===== src/rtl/keyboard_scan_code_decoder_macros.svh =====
// Assertion macros for the keyboard scan code decoder.
// Used by the top level; expects clk_i and rst_ni in scope.
`ifndef KEYBOARD_SCAN_CODE_DECODER_MACROS_SVH
`define KEYBOARD_SCAN_CODE_DECODER_MACROS_SVH

// Same-cycle implication, disabled during reset.
`define KSD_ASSERT_IMPLIES(lbl, ante, cons) \
  lbl: assert property (@(posedge clk_i) disable iff (!rst_ni) (ante) |-> (cons)) \
    else $error("keyboard scan code decoder: assertion failed");

// Next-cycle implication, disabled during reset.
`define KSD_ASSERT_NEXT(lbl, ante, cons) \
  lbl: assert property (@(posedge clk_i) disable iff (!rst_ni) (ante) |=> (cons)) \
    else $error("keyboard scan code decoder: assertion failed");

`endif


===== src/rtl/ksd_pkg.sv =====
// Shared constants and types for the keyboard scan code decoder.
// No dependencies; used by the interface and all RTL modules.
package ksd_pkg;

  localparam int unsigned QUEUE_DEPTH_DEF = 32;
  localparam int unsigned KEY_COUNT       = 128;
  localparam int unsigned KEY_W           = $clog2(KEY_COUNT);
  localparam int unsigned SLOT_W          = 5;
  localparam int unsigned SKIP_W          = 3;

  localparam logic [7:0] CODE_PAUSE  = 8'hE1;
  localparam logic [7:0] CODE_PANIC  = 8'h46;
  localparam logic [7:0] CODE_EXT    = 8'hE0;
  localparam logic [7:0] CODE_RESEND = 8'hFE;
  localparam logic [7:0] CODE_ACK    = 8'hFA;
  localparam logic [7:0] CODE_NONE   = 8'h00;
  localparam logic [KEY_W-1:0] KEY_LSHIFT = 7'h2A;
  localparam logic [KEY_W-1:0] KEY_RSHIFT = 7'h36;
  localparam logic [SKIP_W-1:0] PAUSE_SKIP = 3'd5;

  typedef struct packed {
    logic [7:0] scan_byte;
  } ksd_scan_t;

  typedef struct packed {
    logic led_command_mode;
  } ksd_cfg_t;

  typedef struct packed {
    logic              code_valid;
    logic [7:0]        key_code;
    logic [SLOT_W-1:0] queue_slot;
    logic              last_scan_update;
    logic              key_is_down;
    logic              pause_seen;
    logic              panic_seen;
    logic              ack_seen;
    logic              resend_seen;
  } ksd_result_t;

  // One decode step handed from the input register to the decode core.
  typedef struct packed {
    logic       fire;
    logic [7:0] scan_byte;
  } ksd_step_t;

endpackage


===== src/rtl/ksd_stream_if.sv =====
// Valid/ready channel carrying one payload struct per request.
// Payload type comes from ksd_pkg at instantiation.
interface ksd_stream_if #(
  parameter type payload_t = ksd_pkg::ksd_scan_t
) ();
  logic     valid;
  logic     ready;
  payload_t payload;

  modport source (output valid, output payload, input ready);
  modport sink   (input valid, input payload, output ready);
endinterface


===== src/rtl/ksd_core.sv =====
// Decode core: scan state registers plus the per-byte decode logic.
// Depends on ksd_pkg.
module ksd_core #(
  parameter int unsigned QUEUE_DEPTH = ksd_pkg::QUEUE_DEPTH_DEF
) (
  input  logic                clk_i,
  input  logic                rst_ni,
  input  logic                cfg_we_i,
  input  ksd_pkg::ksd_cfg_t   cfg_data_i,
  input  ksd_pkg::ksd_step_t  step_i,
  output ksd_pkg::ksd_result_t result_o
);

  localparam int unsigned TAIL_W = $clog2(QUEUE_DEPTH);

  logic                          mode_q;
  logic [ksd_pkg::KEY_COUNT-1:0] down_map_q, down_map_d;
  logic                          ext_q, ext_d;
  logic [ksd_pkg::SKIP_W-1:0]    skip_q, skip_d;
  logic [TAIL_W-1:0]             tail_q, tail_d;
  logic [TAIL_W+ksd_pkg::SLOT_W-1:0] tail_ext;

  logic                      rel;
  logic [ksd_pkg::KEY_W-1:0] key;
  logic [ksd_pkg::KEY_W-1:0] idx;
  logic                      drop;
  logic [7:0]                code;

  assign tail_ext = {{ksd_pkg::SLOT_W{1'b0}}, tail_q};

  always_comb begin
    result_o   = '0;
    down_map_d = down_map_q;
    ext_d      = ext_q;
    skip_d     = skip_q;
    tail_d     = tail_q;
    rel        = step_i.scan_byte[7];
    key        = step_i.scan_byte[ksd_pkg::KEY_W-1:0];
    drop       = (step_i.scan_byte == ksd_pkg::CODE_NONE) ||
                 (ext_q && ((key == ksd_pkg::KEY_LSHIFT) || (key == ksd_pkg::KEY_RSHIFT)));
    code       = (key == ksd_pkg::KEY_LSHIFT) ? {rel, ksd_pkg::KEY_RSHIFT} : step_i.scan_byte;
    idx        = code[ksd_pkg::KEY_W-1:0];

    if (mode_q) begin
      result_o.resend_seen = (step_i.scan_byte == ksd_pkg::CODE_RESEND);
      result_o.ack_seen    = (step_i.scan_byte == ksd_pkg::CODE_ACK);
    end else if (skip_q != '0) begin
      skip_d = skip_q - 1'b1;
    end else if (step_i.scan_byte == ksd_pkg::CODE_PAUSE) begin
      result_o.pause_seen = 1'b1;
      skip_d              = ksd_pkg::PAUSE_SKIP;
    end else if (step_i.scan_byte == ksd_pkg::CODE_PANIC) begin
      result_o.panic_seen = 1'b1;
    end else if (step_i.scan_byte == ksd_pkg::CODE_EXT) begin
      ext_d = 1'b1;
    end else begin
      if (!drop) begin
        down_map_d[idx]           = !rel;
        result_o.code_valid       = 1'b1;
        result_o.key_code         = code;
        result_o.queue_slot       = tail_ext[ksd_pkg::SLOT_W-1:0];
        result_o.last_scan_update = !rel;
        result_o.key_is_down      = down_map_d[idx];
        // Wrap the tail at the queue depth.
        tail_d = (tail_q == TAIL_W'(QUEUE_DEPTH - 1)) ? '0 : tail_q + TAIL_W'(1);
      end
      ext_d = 1'b0;
    end
  end

  always_ff @(posedge clk_i or negedge rst_ni) begin
    if (!rst_ni) begin
      mode_q     <= 1'b0;
      down_map_q <= '0;
      ext_q      <= 1'b0;
      skip_q     <= '0;
      tail_q     <= '0;
    end else begin
      if (cfg_we_i) begin
        mode_q <= cfg_data_i.led_command_mode;
      end
      if (step_i.fire) begin
        down_map_q <= down_map_d;
        ext_q      <= ext_d;
        skip_q     <= skip_d;
        tail_q     <= tail_d;
      end
    end
  end

endmodule


===== src/rtl/ksd_out_stage.sv =====
// Result register driving the output channel.
// Depends on ksd_pkg and ksd_stream_if.
module ksd_out_stage (
  input  logic                 clk_i,
  input  logic                 rst_ni,
  input  logic                 load_i,
  input  ksd_pkg::ksd_result_t result_i,
  output logic                 can_load_o,
  ksd_stream_if.source         key_o
);

  logic                 valid_q;
  ksd_pkg::ksd_result_t data_q;

  // Take a new result when empty or when the held one leaves this cycle.
  assign can_load_o = !valid_q || key_o.ready;

  always_ff @(posedge clk_i or negedge rst_ni) begin
    if (!rst_ni) begin
      valid_q <= 1'b0;
    end else if (can_load_o) begin
      valid_q <= load_i;
    end
  end

  always_ff @(posedge clk_i) begin
    if (can_load_o && load_i) begin
      data_q <= result_i;
    end
  end

  assign key_o.valid   = valid_q;
  assign key_o.payload = data_q;

endmodule


===== src/rtl/keyboard_scan_code_decoder.sv =====
// Top level of the set-1 keyboard scan code decoder.
// Depends on ksd_pkg, ksd_stream_if, ksd_core, ksd_out_stage and the macros header.
//
// Usage:
//   scan_i carries one raw scan byte per request; key_o returns exactly one
//   result per byte (key code with its queue slot, or pause/panic/ack/resend
//   flags). cfg_i writes led_command_mode; it is always ready and must only
//   be written while no byte is in flight.
// Path: an accepted byte waits in the input register, is decoded into the
//   result register when that register is free, and is offered on key_o from there.
// Throughput: one byte per cycle while key_o takes results; the decode of
//   a byte against the scan state (down map, extended flag, pause skip, queue
//   tail) is one short logic level between the input register and the result
//   register, and the state updates in the same cycle, so the next byte sees it.
// Stall: when key_o is not taken, the result register holds and the input
//   register still takes one more byte; scan_i.ready drops only when both
//   are full.
// Reset: rst_ni (asynchronous, active low) empties both registers, clears
//   the 128-entry down map, extended flag, pause skip count, queue tail and
//   the LED-command mode.
`include "keyboard_scan_code_decoder_macros.svh"

module keyboard_scan_code_decoder #(
  parameter int unsigned QUEUE_DEPTH = ksd_pkg::QUEUE_DEPTH_DEF
) (
  input  logic         clk_i,
  input  logic         rst_ni,
  ksd_stream_if.sink   cfg_i,
  ksd_stream_if.sink   scan_i,
  ksd_stream_if.source key_o
);

  logic                 in_valid_q;
  logic [7:0]           in_byte_q;
  logic                 can_load;
  ksd_pkg::ksd_step_t   step;
  ksd_pkg::ksd_result_t result;

  // Config writes are taken at once.
  assign cfg_i.ready = 1'b1;

  // Input register frees up when empty or when its byte moves on.
  assign scan_i.ready = !in_valid_q || can_load;

  // Decode fires when the input holds a byte and the result register can take it.
  assign step.fire      = in_valid_q && can_load;
  assign step.scan_byte = in_byte_q;

  always_ff @(posedge clk_i or negedge rst_ni) begin
    if (!rst_ni) begin
      in_valid_q <= 1'b0;
    end else if (scan_i.valid && scan_i.ready) begin
      in_valid_q <= 1'b1;
    end else if (step.fire) begin
      in_valid_q <= 1'b0;
    end
  end

  // Hold the byte until the decode consumes it.
  always_ff @(posedge clk_i) begin
    if (scan_i.valid && scan_i.ready) begin
      in_byte_q <= scan_i.payload.scan_byte;
    end
  end

  ksd_core #(
    .QUEUE_DEPTH(QUEUE_DEPTH)
  ) u_core (
    .clk_i     (clk_i),
    .rst_ni    (rst_ni),
    .cfg_we_i  (cfg_i.valid && cfg_i.ready),
    .cfg_data_i(cfg_i.payload),
    .step_i    (step),
    .result_o  (result)
  );

  ksd_out_stage u_out (
    .clk_i     (clk_i),
    .rst_ni    (rst_ni),
    .load_i    (step.fire),
    .result_i  (result),
    .can_load_o(can_load),
    .key_o     (key_o)
  );

  // Backpressure reaches the input only with both registers full and the sink stalled.
  `KSD_ASSERT_IMPLIES(a_stall_only_when_full, !scan_i.ready,
                      in_valid_q && key_o.valid && !key_o.ready)

  // A queued press must leave its key marked down.
  `KSD_ASSERT_IMPLIES(a_press_marks_down, key_o.valid && key_o.payload.last_scan_update,
                      key_o.payload.code_valid && key_o.payload.key_is_down)

  // LED-command replies never carry a key code or a pause/panic report.
  `KSD_ASSERT_IMPLIES(a_led_reply_alone,
                      key_o.valid && (key_o.payload.ack_seen || key_o.payload.resend_seen),
                      !key_o.payload.code_valid && !key_o.payload.pause_seen &&
                      !key_o.payload.panic_seen)

  // A byte consumed by the decode always appears in the result register next cycle.
  `KSD_ASSERT_NEXT(a_fire_fills_output, step.fire, key_o.valid)

endmodule


===== src/flat_wrapper.sv =====
// flat-port wrapper written by rule: the top's interface ports become plain ports
module keyboard_scan_code_decoder_flat 
#(
  parameter int unsigned QUEUE_DEPTH = ksd_pkg::QUEUE_DEPTH_DEF
)
  (clk_i, rst_ni, cfg_i_valid, cfg_i_payload, cfg_i_ready, scan_i_valid, scan_i_payload, scan_i_ready, key_o_valid, key_o_payload, key_o_ready);
  ksd_stream_if #(.payload_t(ksd_pkg::ksd_cfg_t)) cfg_i_i ();
  ksd_stream_if #(.payload_t(ksd_pkg::ksd_scan_t)) scan_i_i ();
  ksd_stream_if #(.payload_t(ksd_pkg::ksd_result_t)) key_o_i ();
  input  logic clk_i;
  input  logic rst_ni;
  input wire logic [$bits(cfg_i_i.valid)-1:0] cfg_i_valid;
  input wire logic [$bits(cfg_i_i.payload)-1:0] cfg_i_payload;
  output wire logic [$bits(cfg_i_i.ready)-1:0] cfg_i_ready;
  input wire logic [$bits(scan_i_i.valid)-1:0] scan_i_valid;
  input wire logic [$bits(scan_i_i.payload)-1:0] scan_i_payload;
  output wire logic [$bits(scan_i_i.ready)-1:0] scan_i_ready;
  output wire logic [$bits(key_o_i.valid)-1:0] key_o_valid;
  output wire logic [$bits(key_o_i.payload)-1:0] key_o_payload;
  input wire logic [$bits(key_o_i.ready)-1:0] key_o_ready;
  assign cfg_i_i.valid = cfg_i_valid;
  assign cfg_i_i.payload = cfg_i_payload;
  assign cfg_i_ready = cfg_i_i.ready;
  assign scan_i_i.valid = scan_i_valid;
  assign scan_i_i.payload = scan_i_payload;
  assign scan_i_ready = scan_i_i.ready;
  assign key_o_valid = key_o_i.valid;
  assign key_o_payload = key_o_i.payload;
  assign key_o_i.ready = key_o_ready;
  keyboard_scan_code_decoder #(.QUEUE_DEPTH(QUEUE_DEPTH)) u_core (.clk_i(clk_i), .rst_ni(rst_ni), .cfg_i(cfg_i_i), .scan_i(scan_i_i), .key_o(key_o_i));
endmodule

===== config.mk =====
export PLATFORM = sky130hd
export DESIGN_NAME = keyboard_scan_code_decoder_flat
export DESIGN_NICKNAME = d
export VERILOG_FILES = /design/src/rtl/ksd_pkg.sv /design/src/rtl/ksd_stream_if.sv /design/src/rtl/ksd_core.sv /design/src/rtl/ksd_out_stage.sv /design/src/rtl/keyboard_scan_code_decoder.sv /design/src/flat_wrapper.sv
export VERILOG_INCLUDE_DIRS = /design/src /design/src/rtl
export SDC_FILE = /design/constraint.sdc
export NUM_CORES = 1
export LEC_CHECK = 0
export ABC_CLOCK_PERIOD_IN_PS = 4300
export BUFFER_PORTS_ARGS = -buffer_cell sky130_fd_sc_hd__buf_2
export CELL_PAD_IN_SITES_DETAIL_PLACEMENT = 1
export CELL_PAD_IN_SITES_GLOBAL_PLACEMENT = 1
export CORE_ASPECT_RATIO = 2
export CORE_MARGIN = 2
export CORE_UTILIZATION = 38
export DETAILED_ROUTE_END_ITERATION = 7
export PLACE_DENSITY = 0.81
export SLEW_MARGIN = 30
export SYNTH_ARGS = -nofsm -noshare
export SYNTH_HDL_FRONTEND = slang
export SYNTH_SLANG_ARGS = --single-unit
export TNS_END_PERCENT = 20

===== constraint.sdc =====
create_clock -name clk_i -period 4.3 [get_ports clk_i]
set_input_delay 0.215 -clock clk_i [delete_from_list [all_inputs] [get_ports clk_i]]
set_output_delay 0.215 -clock clk_i [all_outputs]
set_load 0.03 [all_outputs]

==> impl_metrics.csv, run 1 <==
group,metric,value,unit
drt,vias_per_cell,5.153,
setup_path,arrival,2.31,ns
timing,worst_slack,2.040,ns
drt,wl_per_cell,15.13,um
global_route,antenna_found_initial,0,
drt,dr.pass1.iters,4,
timing,fin_crit,2.260,ns
cells_and_area,fin_area,2048,um2
power,p_sw_share,32.93,%
placement,place_hpwl,2811,um
placement,portBuffers,35,
setup_path,critPathKind,"flip-flop to flip-flop",
synthesis,ys_ff_latch,40,
cells_and_area,drive_gt1_share,28.16,%
drt,vias,1180,
die,start_util,39.46,%
timing,timing.fmax,442.5,MHz
min_path,hp-class,"input pin to flip-flop",
cts,cts_buffers,5,
global_route,grt_max_degree,23,
power,p_int,710.5,uW
power,clockPowerShare,21.6,%
die,io_pins,37,
timing,hold-worst-slack,0.09822,ns
flow_run,maxCapViolations,0,
power,p_leak,0.0008312,uW
cts,ctsResizeCount,0,
synthesis,synth_ff_type,"edfxtp_1",
timing,maxSlewViolCount,0,
cts,cts_tree,"done",
timing,tightest_slew,0.6654,ns
timing,slew_headroom,55.37,%
setup_path,endpoint_kind,"flip-flop",
cells_and_area,post-route-util,44.54,%
power,switchingPower,348.8,uW
cts,hold_buffers,1,
global_route,grt_pass1_vias,1247,
drt,drt-total-wl,3465,um
cts,cts_setup_buffers,0,
die,die-height,101.7,um
die,die_w,52.86,um
power,pwr-share-comb,25.9,%
power,irDropWorstVdd,356.8,uV
placement,dp_slack,2.034,ns
cells_and_area,num_antenna_cells,0,
synthesis,async_reset_ff_share,30.00,%
timing,rsz0062_at_grt,"false",
run_status,outcome,"complete, no violations",
synthesis,syn_avg_cell_area,12.26,um2
synthesis,synth.distinct_cells,42,
timing,setup_tns,0,ns
cells_and_area,seq_area,1141,um2
placement,post_dp_cell_area,1956,um2
cells_and_area,fillers,515,
synthesis,synthCells,148,
cts,cts_buffer_depth,2,
setup_path,critPathLaunchType,"flip-flop",
cells_and_area,multiInputGateArea,548.0,um2
cells_and_area,area_delta_synth_final,12.90,%
timing,finalClockSkew,0.004762,ns
synthesis,syn_area,1814,um2
power,p_per_area,517.2,nW/um2
cts,cts.htree.levels,2,
cts,cts_root_buf,"clkbuf_8",
cells_and_area,final_nets,190,
timing,setup_viol,0,
die,die_area,5377,um2
drt,drc,0,
global_route,overflow,0,
synthesis,yosys_warnings,0,
cells_and_area,final_common_cell,"buf_2",
die,core,4598,um2
power,pwr-share-seq,52.4,%
timing,timing.final.crit_share,52.55,%
cells_and_area,layout_common_cells,"buf_2 (35), edfxtp_1 (28), dfrtp_1 (12)",
cts,clk_pin_slew,0.07,ns
die,rows,35,
synthesis,seq_area_frac_synth,62.90,%
placement,gp_congestion,0.8214,
timing,finalHoldViolations,0,
cts,clock_sinks,40,
global_route,grt_pass1_wl,5609,um
setup_path,crit_fanout,11,
cts,clock_latency,0.29,ns
global_route,globalRouteTotalUtil,14.71,%
synthesis,synth_nets,165,
setup_path,required,4.35,ns
drt,ant_nets,0,
synthesis,synth_edf_count,28,
drt,drt_iter0_markers,14,
-- final timing paths --
path                                                               endpoint  cells after the start  slack (ns)                           from
worst max-delay path            u_core.u_out.key_o.payload[6]$_SDFFCE_PP0P_                      5        2.04  u_core.in_byte_q[5]$_DFFE_PP_
worst min-delay path                          u_core.in_byte_q[0]$_DFFE_PP_                      1         0.1              scan_i_payload[0]
worst max register to register  u_core.u_out.key_o.payload[6]$_SDFFCE_PP0P_                      5        2.04  u_core.in_byte_q[5]$_DFFE_PP_
worst min register to register         u_core.u_out.key_o.valid$_DFFE_PN0P_                      2        0.50  u_core.in_valid_q$_DFFE_PN0P_
max in group asynchronous               u_core.u_core.tail_q[2]$_DFFE_PN0P_                      2        3.75                         rst_ni
min in group asynchronous               u_core.u_core.skip_q[0]$_DFFE_PN0P_                      2        0.33                         rst_ni
-- power groups by stage --
stage               clock network, uW  registers (uW)  logic, uW
finish                            229             556        275
global route                      248             568        310
CTS                               236             555        281
detailed placement                  0             563        278
global placement                    0             554        256
floorplan                           0             597        179
-- logic make-up (layout without fill, tap and decap cells) --
kind of cell,count (synthesis),in the layout,synth area share (%)
DFF,40,40,62.90
and+or+nand+nor,59,59,18.90
muxes,3,3,1.793
adders and majority gates,3,3,2.069
other,1,1,0.2067
buffers and inverters,24,50,6.896
AOI/OAI and AO/OA,18,18,7.242
-- routing by layer --
| metal | GRT usage [%] | share of wire (%) | vias up |
|---|---|---|---|
| met5 | 0 | 0 | - |
| met4 | 10.06 | 4.8 | 0 |
| met3 | 3.835 | 4.0 | 12 |
| met1 | 10.55 | 31 | 570 |
| li1 | - | - | 565 |
| met2 | 29.52 | 61 | 33 |
-- Yosys cell counts (2+ instances only) --
library cell	number	share of area [%]
buf_6	3	1.9
inv_2	2	0.41
buf_2	4	1.1
o21ai_1	5	1.4
buf_4	2	0.83
edfxtp_1	28	46
nand3_1	3	0.83
nand2b_1	5	1.7
nor2b_1	4	1.4
ha_1	3	2.1
nand2_1	10	2.1
a21oi_1	2	0.55
and2_1	11	3.8
mux2_2	2	1.2
o31ai_1	3	1.2
dfrtp_1	12	17
nor3_1	2	0.55
inv_1	3	0.62
clkbuf_1	9	1.9
nor2_1	9	1.9
o21ai_0	3	0.83
or4_1	2	0.83
nor4_1	2	0.69
-- layout make-up --
class | count | area share [%]
well taps | 55 | 3.360
clock inverters | 3 | 0.6720
multi-input cells | 84 | 26.76
repair buffers | 36 | 9.041
inverters | 6 | 1.100
flip-flops and latches | 40 | 55.71
clock buffers | 5 | 3.360
-- critical path: stages, from the launching register on --
cell       delay, ns
edfxtp_1        0.50
or4_1           0.59
a2111oi_4       0.42
or4_4           0.25
inv_2           0.10
and2_1          0.17
-- sequential cells by signal, indices dropped and copies added (netlist names) --
register                    flops
u_core.u_core.mode_q            1
u_core.u_core.tail_q            5
u_core.u_out.key_o.payload     20
u_core.u_core.ext_q             1
u_core.in_valid_q               1
u_core.u_out.key_o.valid        1
u_core.in_byte_q                8
u_core.u_core.skip_q            3
-- metrics by stage --
step | std cells | total power, uW
after CTS | 229 | 1072
final | 229 | 1059
after global routing | 229 | 1126
after detailed placement | 220 | 841.8
after global placement | 220 | 809.7
after floorplan | 148 | 775.9
Note: power is estimated with default switching activity, not from simulation.
==> inputs of run 2 (changes only) <==
Settings changed: ABC_CLOCK_PERIOD_IN_PS 4300 to 2050, CORE_UTILIZATION 38 to 32, PLACE_DENSITY 0.81 to 0.74.
Clock period 4.3 ns to 2.05 ns, I/O delays scaled along.
==> run 2 against run 1 <==
Against the previous run:
- the flow now finishes with violations (negative setup slack)
- highest routed layer unchanged
- critical path type unchanged
- sequential power increased by 110%
- power increased by 120%
- via count increased by 7.7%
- flip-flop and latch count unchanged
- fmax increased by 8.6%
- combinational power increased to 2.5 times the previous value
- worst setup slack got worse by 2.1 ns
- hold slack got worse by 0.088 ns
- clock power increased by 120%
- utilization decreased by 0.93 points
- sequential share of layout area decreased by 7.9 points
- largest cell class unchanged
- clock skew decreased by 0.00066 ns
==> impl_metrics.csv, run 2 (synthesis gave the netlist of run 1 again) <==
group,metric,value,unit
run_status,outcome,"finished, violations left",
run_status,violations,"negative setup slack",
global_route,grt_pass1_wl,6279,um
die,start_util,33.18,%
flow_run,maxCapViolations,0,
cells_and_area,fin_area,2385,um2
cells_and_area,largest_reg_flops,20,
setup_path,crit_chain,"buf_4 > or4b_1 > a211oi_1 > or4_4 > or3_4 > o31ai_1",
setup_path,critPathKind,"flip-flop to flip-flop",
timing,worst_slack,-0.03036,ns
cells_and_area,final_common_cell,"buf_2",
setup_path,endpoint_kind,"flip-flop",
power,irDropWorstVdd,610.4,uV
setup_path,slowest_stage,"or4_4",
power,pwr-share-comb,29.8,%
power,p_int,1594,uW
global_route,overflow,0,
setup_path,endpoint,"u_core.u_core.tail_q[3]$_DFFE_PN0P_",
power,pwr-share-seq,49.1,%
die,rows,38,
die,die_w,57.24,um
timing,finalHoldViolations,0,
setup_path,r2r_start,"u_core.in_byte_q[6]$_DFFE_PP_",
placement,portBuffers,35,
cts,clock_sinks,40,
timing,maxSlewViolCount,0,
drt,ant_nets,0,
cells_and_area,num_antenna_cells,0,
placement,gp_congestion,0.8252,
cells_and_area,area_delta_synth_final,31.45,%
placement,dp_slack,-0.03486,ns
setup_path,critPathLaunchType,"flip-flop",
global_route,grt_max_degree,22,
die,die_area,6324,um2
drt,vias_per_cell,4.707,
placement,dp_cells,243,
cells_and_area,final_nets,226,
power,p_per_area,985.5,nW/um2
timing,rsz0062_at_grt,"true",
setup_path,critical_path_depth,6,
min_path,hp-class,"input pin to flip-flop",
setup_path,worst-path-buf-inv,1,
global_route,antenna_found_initial,0,
drt,drc,0,
cts,cts_buffers,5,
timing,setup_viol,5,
setup_path,r2r_cells,6,
timing,timing.fmax,480.7,MHz
setup_path,arrival,2.28,ns
drt,drt_iter0_markers,16,
global_route,globalRouteTotalUtil,13.05,%
cells_and_area,fin_cells,270,
drt,wl_per_cell,13.93,um
die,core,5468,um2
timing,fin_crit,2.080,ns
power,p_sw_share,32.16,%
power,clockPowerShare,21.1,%
cells_and_area,drive_gt1_share,39.05,%
setup_path,required,2.25,ns
die,io_pins,37,
cts,clock_latency,0.29,ns
setup_path,r2r_end,"u_core.u_core.tail_q[3]$_DFFE_PN0P_",
placement,place_hpwl,2742,um
global_route,grt_pass1_vias,1342,
cts,clk_pin_slew,0.07,ns
timing,finalClockSkew,0.004104,ns
drt,dr.pass1.iters,3,
power,switchingPower,755.8,uW
cts,cts.htree.levels,2,
cts,cts_tree,"done",
setup_path,crit_family,"simple AND/OR/NAND/NOR gates",
setup_path,cp_slowest_stage_delay,0.57,ns
die,die-height,110.5,um
setup_path,crit_fanout,5,
drt,vias,1271,
cts,cts_root_buf,"clkbuf_8",
timing,hold-worst-slack,0.009897,ns
timing,timing.final.crit_share,101.5,%
setup_path,startpoint,"u_core.in_byte_q[6]$_DFFE_PP_",
cts,cts_buffer_depth,2,
power,p_leak,0.001005,uW
drt,drt-total-wl,3761,um
placement,post_dp_cell_area,2123,um2
cells_and_area,fillers,593,
setup_path,worst-r2r-setup-slack,-0.03,ns
cells_and_area,layout_common_cells,"buf_2 (35), edfxtp_1 (28), buf_4 (27)",
[run 2: changes by cell type in the layout (fill, tap and decap cells not counted), sizes merged]
cell	delta
buf	+27
dlygate4sd3	+9
clkbuf	+2
clkinv	-2
[run 2: routing by layer]
metal	vias to the layer above	part of all wire, %	track usage, %
met5	-	0	0
met1	603	35	12.25
met3	5	3.8	3.044
met2	29	59	24.98
li1	634	-	-
met4	0	2.2	6.047
[run 2: through the flow]
step | TNS [ns] | total power (uW) | utilization, %
detailed placement | -0.2793 | 1838 | 38.83
CTS | -0.1548 | 2360 | 42.84
floorplan | -0.01822 | 1642 | -
finish | -0.08576 | 2350 | 43.62
global route | -1.335 | 2510 | 43.62
global placement | -0.2305 | 1813 | 38.83
[run 2: worst min path at each step]
stage | start | end | slack (ns) | cells after the start
after global placement | rst_ni | u_core.in_valid_q$_DFFE_PN0P_ | 0.0008 | 1
after detailed placement | rst_ni | u_core.in_valid_q$_DFFE_PN0P_ | -0.0006 | 1
after global routing | scan_i_valid | u_core.in_valid_q$_DFFE_PN0P_ | 0.03 | 2
after CTS | scan_i_valid | u_core.in_valid_q$_DFFE_PN0P_ | 0.007 | 2
final | scan_i_valid | u_core.in_valid_q$_DFFE_PN0P_ | 0.01 | 2
after floorplan | rst_ni | u_core.in_valid_q$_DFFE_PN0P_ | -0.19 | 0
[run 2: power groups by stage]
stage	Clock [uW]	Combinational, uW	Sequential [uW]
floorplan	0	385	1260
global placement	0	647	1170
detailed placement	0	667	1170
CTS	511	694	1150
global route	545	790	1180
finish	497	701	1150
[run 2: area by class of cell]
class	count	area, um2	share of cell area (%)
flip-flops and latches	40	1141	47.85
multi-input cells	84	584.3	24.50
repair buffers	72	478.0	20.04
clock buffers	7	76.32	3.200
well taps	60	75.07	3.148
inverters	6	25.02	1.049
clock inverters	1	5.005	0.2099
[run 2: repair_timing]
item / in CTS / in global routing
pin swaps: 1 / 1
gates cloned: 0 / 0
setup buffers: 5 / 4
gates resized for setup: 0 / 4
hold buffers: 10 / 0
endpoints found under the setup margin: 12 / 17
endpoints found under the hold margin: 21 / 0
[run 2: worst reg2reg max path, delay by kind of cell (launching register included)]
kind | cells | cell delay, ns
AOI/OAI and AO/OA | 2 | 0.28
buffers and inverters | 1 | 0.17
DFF | 1 | 0.45
and+or+nand+nor | 3 | 1.10
==> inputs of run 3 (changes only) <==
Settings changed: CORE_ASPECT_RATIO 2 to unset.
==> run 3 against run 2 <==
Against the previous run:
- the run still ends with negative setup slack left
- fmax up 1.4%
- final cell count up 2.2%
- largest power group unchanged
- hold slack worse by 0.0044 ns
- sequential share of layout area about the same
- first-iteration DRC count up 110%
- final area about the same
==> impl_metrics.csv, run 3 (synthesis gave the netlist of run 1 again) <==
group,metric,value,unit
cells_and_area,fin_area,2384,um2
cts,clk_pin_slew,0.08,ns
setup_path,critical_path_depth,6,
timing,fin_crit,2.051,ns
placement,post_dp_cell_area,2153,um2
global_route,grt_pass1_vias,1312,
timing,timing.fmax,487.6,MHz
placement,portBuffers,35,
cts,cts_root_buf,"clkbuf_8",
cts,clock_latency,0.29,ns
timing,setup_viol,1,
timing,maxSlewViolCount,0,
global_route,grt_max_degree,16,
die,start_util,32.95,%
setup_path,crit_family,"simple AND/OR/NAND/NOR gates",
flow_run,maxCapViolations,0,
global_route,grt_pass1_wl,6285,um
setup_path,startpoint,"u_core.in_byte_q[6]$_DFFE_PP_",
setup_path,arrival,2.23,ns
cts,cts_tree,"done",
power,irDropWorstVdd,470.2,uV
setup_path,critPathLaunchType,"flip-flop",
cells_and_area,layout_common_cells,"buf_2 (35), edfxtp_1 (28), buf_4 (21)",
timing,rsz0062_at_grt,"true",
setup_path,r2r_cells,6,
placement,dp_slack,0.01270,ns
cells_and_area,largest_reg_flops,20,
setup_path,worst-r2r-setup-slack,-0.001,ns
global_route,globalRouteTotalUtil,13.23,%
die,rows,27,
timing,worst_slack,-0.0009865,ns
cells_and_area,final_nets,220,
drt,vias_per_cell,4.543,
setup_path,required,2.23,ns
die,io_pins,37,
placement,dp_cells,257,
cts,cts_buffer_depth,2,
global_route,overflow,0,
drt,dr.pass1.iters,4,
placement,place_hpwl,2900,um
setup_path,r2r_start,"u_core.in_byte_q[6]$_DFFE_PP_",
setup_path,endpoint,"u_core.u_core.tail_q[1]$_DFFE_PN0P_",
run_status,outcome,"finished, violations left",
power,p_leak,0.0009916,uW
cells_and_area,final_common_cell,"buf_2",
cells_and_area,seq_area,1141,um2
setup_path,crit_chain,"buf_4 > or4b_1 > a211oi_1 > or4_4 > nor2_2 > mux2_2",
setup_path,slowest_stage,"or4_4",
setup_path,critPathKind,"flip-flop to flip-flop",
die,die_w,79.30,um
setup_path,cp_slowest_stage_delay,0.56,ns
setup_path,worst-path-buf-inv,1,
run_status,violations,"negative setup slack",
cells_and_area,multiInputGateArea,583.1,um2
timing,slew_headroom,66.45,%
drt,wl_per_cell,13.69,um
cts,clock_sinks,40,
timing,hold-worst-slack,0.005473,ns
cells_and_area,fin_cells,276,
drt,drt_iter0_markers,34,
setup_path,r2r_end,"u_core.u_core.tail_q[1]$_DFFE_PN0P_",
min_path,hp-class,"input pin to flip-flop",
drt,vias,1254,
drt,drt-total-wl,3778,um
power,total_power,2522,uW
die,core,5507,um2
die,die_area,6288,um2
die,die-height,79.30,um
cells_and_area,fillers,586,
drt,drc,0,
cells_and_area,num_antenna_cells,0,
timing,finalHoldViolations,0,
drt,ant_nets,0,
setup_path,crit_fanout,6,
cts,cts_buffers,5,
cells_and_area,drive_gt1_share,37.75,%
timing,finalClockSkew,0.007794,ns
power,p_per_area,1058,nW/um2
timing,timing.final.crit_share,100.0,%
setup_path,endpoint_kind,"flip-flop",
placement,gp_congestion,0.7740,
global_route,antenna_found_initial,0,
cts,cts.htree.levels,2,
cells_and_area,area_delta_synth_final,31.38,%
timing,tightest_slew,0.5001,ns
run 3: area by class of cell:
type	instances	area share [%]
sequential	40	47.87
multi-input combinational	84	24.46
timing repair buffer	66	18.16
tap	72	3.780
clock buffer	5	2.887
clock inverter	3	1.785
inverter	6	1.050
run 3: worst min-delay path by stage:
stage	slack, ns	from	depth (start not counted)	to
2_1_floorplan	-0.19	rst_ni	0	u_core.in_valid_q$_DFFE_PN0P_
3_3_place_gp	0.002	rst_ni	1	u_core.u_core.skip_q[1]$_DFFE_PN0P_
3_5_place_dp	-0.0003	rst_ni	1	u_core.u_core.skip_q[0]$_DFFE_PN0P_
4_1_cts	0.01	cfg_i_valid	2	u_core.u_core.mode_q$_DFFE_PN0P_
5_1_grt	0.03	cfg_i_valid	2	u_core.u_core.mode_q$_DFFE_PN0P_
6_report	0.005	cfg_i_valid	2	u_core.u_core.mode_q$_DFFE_PN0P_
run 3: worst register-to-register path: stages, from the launching register on:
cell,delay (ns)
edfxtp_1,0.42
buf_4,0.18
or4b_1,0.17
a211oi_1,0.07
or4_4,0.56
nor2_2,0.19
mux2_2,0.36
run 3: routing by layer:
layer	track usage (%)	part of all wire [%]	up-vias
met1	15.28	43	590
li1	-	-	619
met5	0	0	-
met4	5.172	1.6	0
met2	23.81	51	38
met3	2.841	4.1	7
run 3: what timing repair did:
action / CTS / global route
setup buffers: 0 / 1
pin swaps: 0 / 1
hold buffers: 10 / 0
resized for setup: 0 / 3
hold endpoints to repair: 21 / 0
cloned: 0 / 0
endpoints found under the setup margin: 3 / 20
run 3: where the power goes:
group          switching [uW]  total [uW]  internal [uW]  leakage, uW
Clock                     284         645            361    0.0000558
Sequential                114        1160           1040     0.000423
Combinational             403         719            315     0.000513
run 3: stage by stage:
step	util, %	setup TNS [ns]
finish	43.29	-0.0009865
global route	43.29	-1.240
CTS	42.94	-0.04066
detailed placement	39.10	0
global placement	39.10	0
floorplan	-	-0.01822
